--- src/sv/stk_pkg.sv ---
// Shared types and constants for the LIFO stack with unique push and remove.
`timescale 1ns / 1ps

package stk_pkg;

  localparam int WORD_W = 32;
  localparam int ACTION_W = 3;
  localparam int STATUS_W = 3;
  localparam int CNT_OUT_W = 7;

  // Word returned when a pop or peek finds the stack empty.
  localparam logic signed [WORD_W-1:0] EMPTY_WORD = -32'sd1;

  typedef enum logic [ACTION_W-1:0] {
    ACT_PUSH        = 3'd0,
    ACT_PUSH_UNIQUE = 3'd1,
    ACT_POP         = 3'd2,
    ACT_REMOVE      = 3'd3,
    ACT_PEEK        = 3'd4
  } action_e;

  typedef enum logic [STATUS_W-1:0] {
    ST_OK       = 3'd0,
    ST_EMPTY    = 3'd1,
    ST_FULL     = 3'd2,
    ST_DUP      = 3'd3,
    ST_NOTFOUND = 3'd4
  } status_e;

  // What every cell of the row does at the next edge.
  typedef enum logic [1:0] {
    CELL_HOLD   = 2'd0,
    CELL_PUSH   = 2'd1,
    CELL_POP    = 2'd2,
    CELL_REMOVE = 2'd3
  } cell_op_e;

  typedef struct packed {
    cell_op_e                  op;
    logic signed [WORD_W-1:0]  key;
  } cell_ctrl_t;

endpackage

--- src/sv/stk_req_if.sv ---
// Request and response channel interfaces of the stack.
`timescale 1ns / 1ps

interface stk_req_if;
  logic                                   valid;
  logic                                   ready;
  logic [stk_pkg::ACTION_W-1:0]           action;
  logic signed [stk_pkg::WORD_W-1:0]      value;

  modport source (output valid, output action, output value, input ready);
  modport sink   (input valid, input action, input value, output ready);
endinterface

interface stk_rsp_if;
  logic                                   valid;
  logic                                   ready;
  logic signed [stk_pkg::WORD_W-1:0]      result_value;
  logic [stk_pkg::STATUS_W-1:0]           status;
  logic [stk_pkg::CNT_OUT_W-1:0]          entry_count;

  modport source (output valid, output result_value, output status, output entry_count,
                  input ready);
  modport sink   (input valid, input result_value, input status, input entry_count,
                  output ready);
endinterface

--- src/sv/stack_with_unique_push_and_remove.sv ---
// Top level of the LIFO stack with unique push and remove, built as a row of cells.
// Response: a request is answered in the cycle after its transaction, from the output register.
// Throughput: one request per cycle while the response is not stalled; the compare chain
// through all STACK_DEPTH cells and the row shift together set the cycle time.
// Reset: rst_ni (asynchronous, active low) empties the stack and the output register;
// the cell words are not cleared, since only cells below the fill count are ever read.
`timescale 1ns / 1ps

module stack_with_unique_push_and_remove #(
  parameter int STACK_DEPTH = 64
) (
  input  logic      clk_i,
  input  logic      rst_ni,
  stk_req_if.sink   req_i,
  stk_rsp_if.source rsp_o
);

  localparam int CntW    = $clog2(STACK_DEPTH + 1);
  localparam int CntOutW = stk_pkg::CNT_OUT_W;
  localparam logic [CntW-1:0] DepthC = CntW'(STACK_DEPTH);

  // The top of the stack always sits in cell 0. A push shifts every cell one place
  // deeper, a pop shifts every cell one place toward the top, and a remove shifts
  // only the cells from the match downward, which closes the gap.
  logic signed [stk_pkg::WORD_W-1:0] cell_data [STACK_DEPTH];
  logic [STACK_DEPTH:0]              hit_chain;
  stk_pkg::cell_ctrl_t               cell_ctrl;

  logic [CntW-1:0] count_q, count_d;

  logic                              rsp_valid_q;
  logic signed [stk_pkg::WORD_W-1:0] rsp_value_q, rsp_value_d;
  stk_pkg::status_e                  rsp_status_q, rsp_status_d;
  logic [CntOutW-1:0]                rsp_count_q;

  logic req_accept;
  logic stack_full;
  logic stack_empty;
  logic any_hit;

  // A new request is taken whenever the output register is free or is being drained.
  assign req_i.ready = ~rsp_valid_q | rsp_o.ready;
  assign req_accept  = req_i.valid & req_i.ready;

  assign stack_full  = count_q == DepthC;
  assign stack_empty = count_q == '0;

  // The match flag ripples from the top cell downward; cells below the first match
  // see it set, and the end of the chain tells whether the value is stored at all.
  assign hit_chain[0] = 1'b0;
  assign any_hit      = hit_chain[STACK_DEPTH];

  for (genvar g = 0; g < STACK_DEPTH; g++) begin : g_cell
    logic signed [stk_pkg::WORD_W-1:0] upper_w, lower_w;

    if (g == 0) begin : g_top
      assign upper_w = req_i.value;
    end else begin : g_mid
      assign upper_w = cell_data[g-1];
    end

    // The deepest cell has no neighbor below; what it takes on a shift is dead data.
    if (g == STACK_DEPTH - 1) begin : g_bot
      assign lower_w = cell_data[g];
    end else begin : g_inner
      assign lower_w = cell_data[g+1];
    end

    stk_cell #(
      .STACK_DEPTH(STACK_DEPTH),
      .IDX        (g)
    ) u_cell (
      .clk_i  (clk_i),
      .ctrl_i (cell_ctrl),
      .count_i(count_q),
      .upper_i(upper_w),
      .lower_i(lower_w),
      .hit_i  (hit_chain[g]),
      .data_o (cell_data[g]),
      .hit_o  (hit_chain[g+1])
    );
  end

  // Decode the request into a row command, the next fill count and the response.
  always_comb begin
    cell_ctrl.op  = stk_pkg::CELL_HOLD;
    cell_ctrl.key = req_i.value;
    count_d       = count_q;
    rsp_value_d   = '0;
    rsp_status_d  = stk_pkg::ST_OK;

    if (req_accept) begin
      case (stk_pkg::action_e'(req_i.action))
        stk_pkg::ACT_PUSH: begin
          if (stack_full) begin
            rsp_status_d = stk_pkg::ST_FULL;
          end else begin
            cell_ctrl.op = stk_pkg::CELL_PUSH;
            count_d      = count_q + 1'b1;
          end
        end
        stk_pkg::ACT_PUSH_UNIQUE: begin
          // The duplicate check wins over the full check.
          if (any_hit) begin
            rsp_status_d = stk_pkg::ST_DUP;
          end else if (stack_full) begin
            rsp_status_d = stk_pkg::ST_FULL;
          end else begin
            cell_ctrl.op = stk_pkg::CELL_PUSH;
            count_d      = count_q + 1'b1;
          end
        end
        stk_pkg::ACT_POP: begin
          if (stack_empty) begin
            rsp_value_d  = stk_pkg::EMPTY_WORD;
            rsp_status_d = stk_pkg::ST_EMPTY;
          end else begin
            rsp_value_d  = cell_data[0];
            cell_ctrl.op = stk_pkg::CELL_POP;
            count_d      = count_q - 1'b1;
          end
        end
        stk_pkg::ACT_REMOVE: begin
          if (!any_hit) begin
            rsp_status_d = stk_pkg::ST_NOTFOUND;
          end else begin
            cell_ctrl.op = stk_pkg::CELL_REMOVE;
            count_d      = count_q - 1'b1;
          end
        end
        stk_pkg::ACT_PEEK: begin
          if (stack_empty) begin
            rsp_value_d  = stk_pkg::EMPTY_WORD;
            rsp_status_d = stk_pkg::ST_EMPTY;
          end else begin
            rsp_value_d = cell_data[0];
          end
        end
        default: begin
          // Unused action codes leave everything unchanged and report success.
        end
      endcase
    end
  end

  always_ff @(posedge clk_i or negedge rst_ni) begin
    if (!rst_ni) begin
      count_q     <= '0;
      rsp_valid_q <= 1'b0;
    end else begin
      count_q <= count_d;
      if (req_accept) begin
        rsp_valid_q <= 1'b1;
      end else if (rsp_o.ready) begin
        rsp_valid_q <= 1'b0;
      end
    end
  end

  // Response payload is loaded with each request transaction and needs no reset.
  always_ff @(posedge clk_i) begin
    if (req_accept) begin
      rsp_value_q  <= rsp_value_d;
      rsp_status_q <= rsp_status_d;
      rsp_count_q  <= CntOutW'(count_d);
    end
  end

  assign rsp_o.valid        = rsp_valid_q;
  assign rsp_o.result_value = rsp_value_q;
  assign rsp_o.status       = rsp_status_q;
  assign rsp_o.entry_count  = rsp_count_q;

  // The fill count never passes the depth.
  a_count_bound: assert property (@(posedge clk_i) disable iff (!rst_ni)
    count_q <= DepthC)
    else $error("fill count exceeds stack depth");

  // A successful remove takes exactly one entry away.
  a_remove_count: assert property (@(posedge clk_i) disable iff (!rst_ni)
    (req_accept && req_i.action == stk_pkg::ACT_REMOVE && any_hit)
    |=> count_q == $past(count_q) - 1'b1)
    else $error("remove did not shrink the stack by one");

  // A push that is not dropped puts the pushed word on top.
  a_push_top: assert property (@(posedge clk_i) disable iff (!rst_ni)
    (req_accept && req_i.action == stk_pkg::ACT_PUSH && !stack_full)
    |=> cell_data[0] == $past(req_i.value))
    else $error("pushed word missing from top of stack");

  // A transaction is never accepted while a response is stuck waiting.
  a_no_overrun: assert property (@(posedge clk_i) disable iff (!rst_ni)
    (rsp_valid_q && !rsp_o.ready) |-> !req_accept)
    else $error("request accepted while response stalled");

endmodule

--- src/sv/stk_cell.sv ---
// One storage cell of the stack row: holds a word, compares it, shifts with its neighbors.
`timescale 1ns / 1ps

module stk_cell #(
  parameter int STACK_DEPTH = 64,
  parameter int IDX         = 0
) (
  input  logic                                clk_i,
  input  stk_pkg::cell_ctrl_t                 ctrl_i,
  input  logic [$clog2(STACK_DEPTH+1)-1:0]    count_i,
  input  logic signed [stk_pkg::WORD_W-1:0]   upper_i,
  input  logic signed [stk_pkg::WORD_W-1:0]   lower_i,
  input  logic                                hit_i,
  output logic signed [stk_pkg::WORD_W-1:0]   data_o,
  output logic                                hit_o
);

  localparam int CntW = $clog2(STACK_DEPTH + 1);
  localparam logic [CntW-1:0] IdxC = CntW'(IDX);

  logic signed [stk_pkg::WORD_W-1:0] data_q, data_d;
  logic                              occupied;

  // Only cells nearer the top than the fill count hold live entries.
  assign occupied = count_i > IdxC;
  assign hit_o    = hit_i | (occupied & (data_q == ctrl_i.key));
  assign data_o   = data_q;

  always_comb begin
    case (ctrl_i.op)
      stk_pkg::CELL_HOLD:   data_d = data_q;
      stk_pkg::CELL_PUSH:   data_d = upper_i;
      stk_pkg::CELL_POP:    data_d = lower_i;
      stk_pkg::CELL_REMOVE: data_d = hit_o ? lower_i : data_q;
      default:              data_d = data_q;
    endcase
  end

  always_ff @(posedge clk_i) begin
    data_q <= data_d;
  end

endmodule
--- src/flat_wrapper.sv ---
// flat-port wrapper written by rule: the top's interface ports become plain ports
module stack_with_unique_push_and_remove_flat 
#(
  parameter int STACK_DEPTH = 64
)
  (clk_i, rst_ni, req_i_valid, req_i_action, req_i_value, req_i_ready, rsp_o_valid, rsp_o_result_value, rsp_o_status, rsp_o_entry_count, rsp_o_ready);
  stk_req_if req_i_i ();
  stk_rsp_if rsp_o_i ();
  input  logic clk_i;
  input  logic rst_ni;
  input wire logic [$bits(req_i_i.valid)-1:0] req_i_valid;
  input wire logic [$bits(req_i_i.action)-1:0] req_i_action;
  input wire logic [$bits(req_i_i.value)-1:0] req_i_value;
  output wire logic [$bits(req_i_i.ready)-1:0] req_i_ready;
  output wire logic [$bits(rsp_o_i.valid)-1:0] rsp_o_valid;
  output wire logic [$bits(rsp_o_i.result_value)-1:0] rsp_o_result_value;
  output wire logic [$bits(rsp_o_i.status)-1:0] rsp_o_status;
  output wire logic [$bits(rsp_o_i.entry_count)-1:0] rsp_o_entry_count;
  input wire logic [$bits(rsp_o_i.ready)-1:0] rsp_o_ready;
  assign req_i_i.valid = req_i_valid;
  assign req_i_i.action = req_i_action;
  assign req_i_i.value = req_i_value;
  assign req_i_ready = req_i_i.ready;
  assign rsp_o_valid = rsp_o_i.valid;
  assign rsp_o_result_value = rsp_o_i.result_value;
  assign rsp_o_status = rsp_o_i.status;
  assign rsp_o_entry_count = rsp_o_i.entry_count;
  assign rsp_o_i.ready = rsp_o_ready;
  stack_with_unique_push_and_remove #(.STACK_DEPTH(STACK_DEPTH)) u_core (.clk_i(clk_i), .rst_ni(rst_ni), .req_i(req_i_i), .rsp_o(rsp_o_i));
endmodule
--- config.mk ---
export PLATFORM = sky130hd
export DESIGN_NAME = stack_with_unique_push_and_remove_flat
export DESIGN_NICKNAME = d
export VERILOG_FILES = /design/src/sv/stk_pkg.sv /design/src/sv/stk_req_if.sv /design/src/sv/stack_with_unique_push_and_remove.sv /design/src/sv/stk_cell.sv /design/src/flat_wrapper.sv
export SDC_FILE = /design/constraint.sdc
export NUM_CORES = 2
export LEC_CHECK = 0
export BUFFER_PORTS_ARGS = -buffer_cell sky130_fd_sc_hd__buf_2
export CAP_MARGIN = 30
export CORE_MARGIN = 2
export CORE_UTILIZATION = 25
export DETAILED_ROUTE_END_ITERATION = 8
export REMOVE_ABC_BUFFERS = 1
export SKIP_CTS_REPAIR_TIMING = 1
export SYNTH_ARGS = -nofsm -noshare
export SYNTH_HDL_FRONTEND = slang
export SYNTH_SLANG_ARGS = --single-unit
export TNS_END_PERCENT = 30
--- constraint.sdc ---
create_clock -name clk_i -period 6 [get_ports clk_i]
set_input_delay 0.6 -clock clk_i [delete_from_list [all_inputs] [get_ports clk_i]]
set_output_delay 0.6 -clock clk_i [all_outputs]
set_load 0.03 [all_outputs]
# After elaboration in Yosys (flattened, before gate mapping)

Index checks and enable logic that the tools add are counted.
Widths: inputs -> output; s select.

$add $sub $neg: 2
Magnitude comparators: 64
Equality and inequality tests: 135
Muxes and demuxes: 147
Bitwise logic cells: 131
Reductions and logical operators: 69

Operator list:

| operator            | number |
|---|---|
| $pmux 32 s3         | 63 |
| $mux 32             | 65 |
| $eq 32x32->1        | 64 |
| $gt 7x6->1 const B  | 32 |
| $ne 2x2->1 const B  | 63 |
| $reduce_and 2->1    | 63 |
| $gt 7x5->1 const B  | 16 |
| $and 1x1->1         | 65 |
| $or 1x1->1          | 64 |
| $gt 7x4->1 const B  | 8 |
| $mux 7              | 5 |
| $gt 7x3->1 const B  | 4 |
| $pmux 7 s4          | 1 |
| $gt 7x1->1 const B  | 2 |
| $gt 7x2->1 const B  | 2 |
| $pmux 3 s4          | 1 |
| $mux 2              | 5 |
| $pmux 2 s4          | 1 |
| $add 7x1->7 const B | 1 |
| $eq 7x7->1 const B  | 1 |
| $logic_not 7->1     | 1 |
| $sub 7x1->7 const B | 1 |
| $eq 3x2->1 const B  | 2 |
| $mux 3              | 2 |
| 11 further kinds    | 16 |

Flip-flop bits (word level): 2,098
Input bits: 39
Output and inout bits: 44
Logic and storage cells: 617

# Logic depth before layout (Yosys ltp)

Word-level depth: 71
Depth in mapped cells: 19
Mapped depth without buffers: 13

# Least setup slack after synthesis

OpenSTA, ideal clock, no wires.

Kind: register -> register
Start point: register u_core.count_q[1]
End point: register u_core.g_cell[62].u_cell.data_q (netlist bit u_core.g_cell[62].u_cell.data_o[0]), enable pin
Setup time: 0.441 ns
Data arrival time: 5.366 ns
Required time: 5.559 ns
Slack: 0.194 ns
Stages on the path, launching flop included: 19
Path buffers: 6
Period minus slack after synthesis: 5.806 ns
Cell sequence: dfrtp_1 clkbuf_1 clkbuf_1 inv_1 ha_1 nand2_1 nor3_1 or4b_2 o311ai_0 nor4_1 and2_1 buf_6 a31oi_4 o21ai_1 buf_2 o311a_1 buf_2 clkbuf_1 a31oi_1

Cells in the longest elaborated chain, start to end: 71
Elaborated cells between the ends (all ways): 204
Classes of those cells: 64 x order compare; 3 x eq/ne; 6 x mux; 128 x bitwise; 3 x reduce/logical

RTL lines:

| item                                                     | RTL line                                                                           | RTL |
|---|---|---|
| start, declared                                          | stack_with_unique_push_and_remove.sv:29                                            | `logic [CntW-1:0] count_q, count_d;` |
| start signal, assigned                                   | stack_with_unique_push_and_remove.sv:151                                           | `count_q <= count_d;` |
| $gt 7x1->1                                               | stk_cell.sv:25                                                                     | `assign occupied = count_i > IdxC;` |
| $and 1x1->1                                              | stk_cell.sv:26                                                                     | `assign hit_o = hit_i \| (occupied & (data_q == ctrl_i.key));` |
| $or 1x1->1 (63 in a row)                                 | stk_cell.sv:26                                                                     |  |
| $mux 2 (on tied branches)                                | stack_with_unique_push_and_remove.sv:124, stack_with_unique_push_and_remove.sv:104 |  |
| $pmux 2 s4                                               | stack_with_unique_push_and_remove.sv:93                                            | `case (stk_pkg::action_e'(req_i.action))` |
| $mux 2                                                   | stack_with_unique_push_and_remove.sv:92                                            | `if (req_accept) begin` |
| $eq 2x2->1 or $logic_not 2->1 (tied branches)            | stk_cell.sv:30                                                                     | `case (ctrl_i.op)` |
| $ne 2x2->1 (no source line) or $not 1->1 (tied branches) | --                                                                                 |  |
| $reduce_and 2->1 (no source line) *                      | --                                                                                 |  |
| end signal, assigned                                     | stk_cell.sv:40                                                                     | `data_q <= data_d;` |
| end, declared                                            | stk_cell.sv:21                                                                     | `logic signed [stk_pkg::WORD_W-1:0] data_q, data_d;` |

Mark *: on every way between the ends. The rest lies on a longest branch, timed or not.
A chain may end at the register's enable or synchronous reset.

# Final worst setup path

Start point: register u_core.count_q[6]
End point: register u_core.g_cell[23].u_cell.data_q (netlist bit u_core.g_cell[23].u_cell.data_o[4]), enable pin

Cells in the longest elaborated chain, start to end: 71
Elaborated cells between the ends (all ways): 204
Classes of those cells: 64 x order compare; 3 x eq/ne; 6 x mux; 128 x bitwise; 3 x reduce/logical

RTL lines:

| item                                                     | RTL line |
|---|---|
| $gt 7x1->1                                               | stk_cell.sv:25 |
| $and 1x1->1                                              | stk_cell.sv:26 |
| $or 1x1->1 (63 in a row)                                 | stk_cell.sv:26 |
| $mux 2 (on tied branches)                                | stack_with_unique_push_and_remove.sv:124, stack_with_unique_push_and_remove.sv:104 |
| $pmux 2 s4                                               | stack_with_unique_push_and_remove.sv:93 |
| $mux 2                                                   | stack_with_unique_push_and_remove.sv:92 |
| $eq 2x2->1 or $logic_not 2->1 (tied branches)            | stk_cell.sv:30 |
| $ne 2x2->1 (no source line) or $not 1->1 (tied branches) | -- |
| $reduce_and 2->1 (no source line) *                      | -- |
| end signal, assigned                                     | stk_cell.sv:40 |
| end, declared                                            | stk_cell.sv:21 |

Marks and branches as above.

==> out/metrics.cfg <==
[outcome]
status = completed

[drt]
wirelength_um = 429000
dr.pass1.iters = 6
vias = 74067
via_per_inst = 5.02
wire_per_inst_um = 29.1
met1_length_um = 186000
first_iter_violations = 9275
antenna_left = 0
wl_met3_um = 35700
met2WireLength_um = 194000
drc = 0
routed.top_layer = met5

[floorplanning]
row_count = 250
die-area_um2 = 472000
dieHeight_um = 687
start_util_pct = 25.1
die_w_um = 687
core-area_um2 = 464000
io_pins = 83

[clock_tree]
numClockSinks = 2098
cts_htree_levels = 4
clk_pin_slew_ns = 0.06
root_buffer = clkbuf_16
numCtsBuffers = 227
clock_latency_ns = 0.95
cts_tree = done
cts_buffer_depth = 4

[global_route]
grt.total_usage_pct = 17.4
grt_pass1_vias = 72127
grt_first_pass_wirelength_um = 591000
grt_remaining_overflow = 0
antenna_found_initial = 19
grt_max_degree = 137

[power]
max-vdd-ir-drop_v = 0.000238
powerDensity_nw_per_um2 = 286
p_leak_nw = 44.1
total_power_mw = 38.6

[timing]
skew_ns = 0.105
whs_ns = 0.0294
final_max_slew_viol_count = 0
relSlewSlack_pct = 35.1
rsz0062_at_grt = no
hold_viol_final = 0
finalCritPeriodShare_pct = 97.2
fin_ws_ns = 0.169
max_clock_freq_mhz = 172
worst_pin_slew_ns = 0.974
setup_viol = 0
period_needed_ns = 5.83

[worst_setup_path]
critPathKind = reg2reg
start_kind = flip-flop
crit_top_cell = buf_4
required_ns = 6.67
cp_top_family = simple AND/OR/NAND/NOR gates
critical_path_buf_inv_count = 11
end_kind = flip-flop
cpPeakStageDelay_ns = 0.59
cp.arrival_ns = 6.50
crit_path_max_fanout = 32
cp_slowest_cell = nor4_1
path_cells = buf_4 > or2_2 > a21oi_1 > or4_1 > nor4_1 > buf_4 > nor4_1 > buf_2 > buf_4 > nand4_1 > nor3_4 > buf_4 > a31oi_4 > o21ai_4 > buf_12 > buf_4 > buf_12 > buf_4 > nor4_2 > buf_12 > a31oi_4 > buf_12

[logic_synthesis]
synth_cell_types = 77
syn_inst = 8100
avgSynthCellArea_um2 = 14.4
ys_ff_latch = 2098
synthArstFlopShare_pct = 0.381
synth-edff-count = 2090
synth-warning-count = 0
synth_seq_area_share_pct = 54.0
synthFlopType = edfxtp_1
synth_area_um2 = 117000

[place]
place.gp.congestion = 0.937
place_hpwl_um = 323000
dpl.cell_count = 14334
dpl_worst_slack_ns = -0.112
portBuffers = 82

[layout]
fin_nets = 8435
final_cells = 14756
final_common_cell = edfxtp_1
final_cell_mix = edfxtp_1, xor2_1, xnor2_1
layout-drive-gt1-share_pct = 25.8
nFillCells = 46732
synthToLayoutAreaGrowth_pct = 15.9

[hold_path]
min_path_type = in2reg

[job]
drv_cap = 0

through the flow:
stage / cell area, um2 / utilization [%] / setup TNS, ns
CTS: 135000 / 29.1 / -68.09
floorplan: 113000 / - / -
finish: 135000 / 29.1 / 0
global route: 135000 / 29.1 / 0
global placement: 128000 / 27.5 / -480.31
detailed placement: 128000 / 27.5 / -38.37
final timing paths:
kind                                                     startpoint                                   to  slack, ns  cells after the start
worst max-delay path                              u_core.count_q[6]   u_core.g_cell[23].u_cell.data_o[4]       0.17                     22
worst min-delay path                                    req_i_valid                   u_core.rsp_o.valid       0.03                      2
worst max register to register                    u_core.count_q[6]   u_core.g_cell[23].u_cell.data_o[4]       0.17                     22
worst min register to register  u_core.g_cell[62].u_cell.data_o[20]  u_core.g_cell[63].u_cell.data_o[20]       0.50                      0
max in group asynchronous                                    rst_ni                    u_core.count_q[2]       5.34                      2
min in group asynchronous                                    rst_ni                   u_core.rsp_o.valid       0.33                      2
metal layers:
| layer | vias up | track usage (%) |
|---|---|---|
| li1 | 31056 | - |
| met1 | 38944 | 24.3 |
| met2 | 3493 | 27.4 |
| met3 | 566 | 3.11 |
| met4 | 8 | 5.06 |
| met5 | - | 0 |
flip-flops by register name (all words and copies together) (netlist names):
| signal | flops |
|---|---|
| u_core.g_cell.u_cell.data_o | 2048 |
| u_core.rsp_o.result_value | 32 |
| u_core.rsp_o.valid | 1 |
| u_core.rsp_o.status | 3 |
| u_core.count_q | 7 |
| u_core.rsp_o.entry_count | 7 |
report_power, final:
part | internal, mW | switching, mW | total, mW
clock | 8.37 | 6.30 | 14.7
combinational | 2.13 | 3.76 | 5.88
sequential | 17.1 | 0.974 | 18.1
total | 27.6 | 11.0 | 38.6
cells by family after synthesis:
kind of cell / after synthesis / synth area share [%]
buffers and inverters: 512 / 3.01
and+or+nand+nor: 1200 / 6.12
xor gates and xnor gates: 2052 / 15.4
adders and majority gates: 4 / 0.0429
AOI/OAI and AO/OA: 216 / 1.24
DFF: 2098 / 54.0
muxes: 2018 / 20.2
cell type report:
type                            instances  area (um2)  area share, %
Sequential cell                      2098       63000           46.6
Multi-Input combinational cell       5490       50800           37.6
Timing Repair Buffer                  558        6180           4.57
Clock inverter                        141        1570           1.16
Antenna cell                            8        20.0         0.0148
Tap cell                             6174        7720           5.72
Clock buffer                          270        5870           4.34
Inverter                               17        63.8         0.0472
synth_stat cells, drive strengths merged, types with 5 or more instances:
library cell  count  area share [%]
edfxtp         2090              54
mux2           2016              20
xor2           1027             7.7
xnor2          1025             7.7
buf             467             2.9
nor4            353             1.9
nand4           337             1.8
nand2           114            0.37
nor2             95            0.31
nor3             74            0.33
a21oi            72            0.31
nand3            57            0.24
or4              38            0.25
o21a             34            0.22
clkbuf           28           0.090
a31oi            25            0.16
o21ai            24            0.10
nand4b           18            0.14
inv              16           0.052
and2             14           0.075
or3              13           0.070
nor4b            12            0.10
or4b             11           0.094
nand2b            9           0.048
or2               9           0.048
dfrtp             8            0.17
nand3b            8           0.052
a21o              6           0.039
nor4bb            6           0.052
o211ai            6           0.039
or3b              6           0.045
a41oi             5           0.038
and3              5           0.027
nor3b             5           0.032
o31a              5           0.038
o31ai             5           0.032
Power figures use the tool's default switching activity.
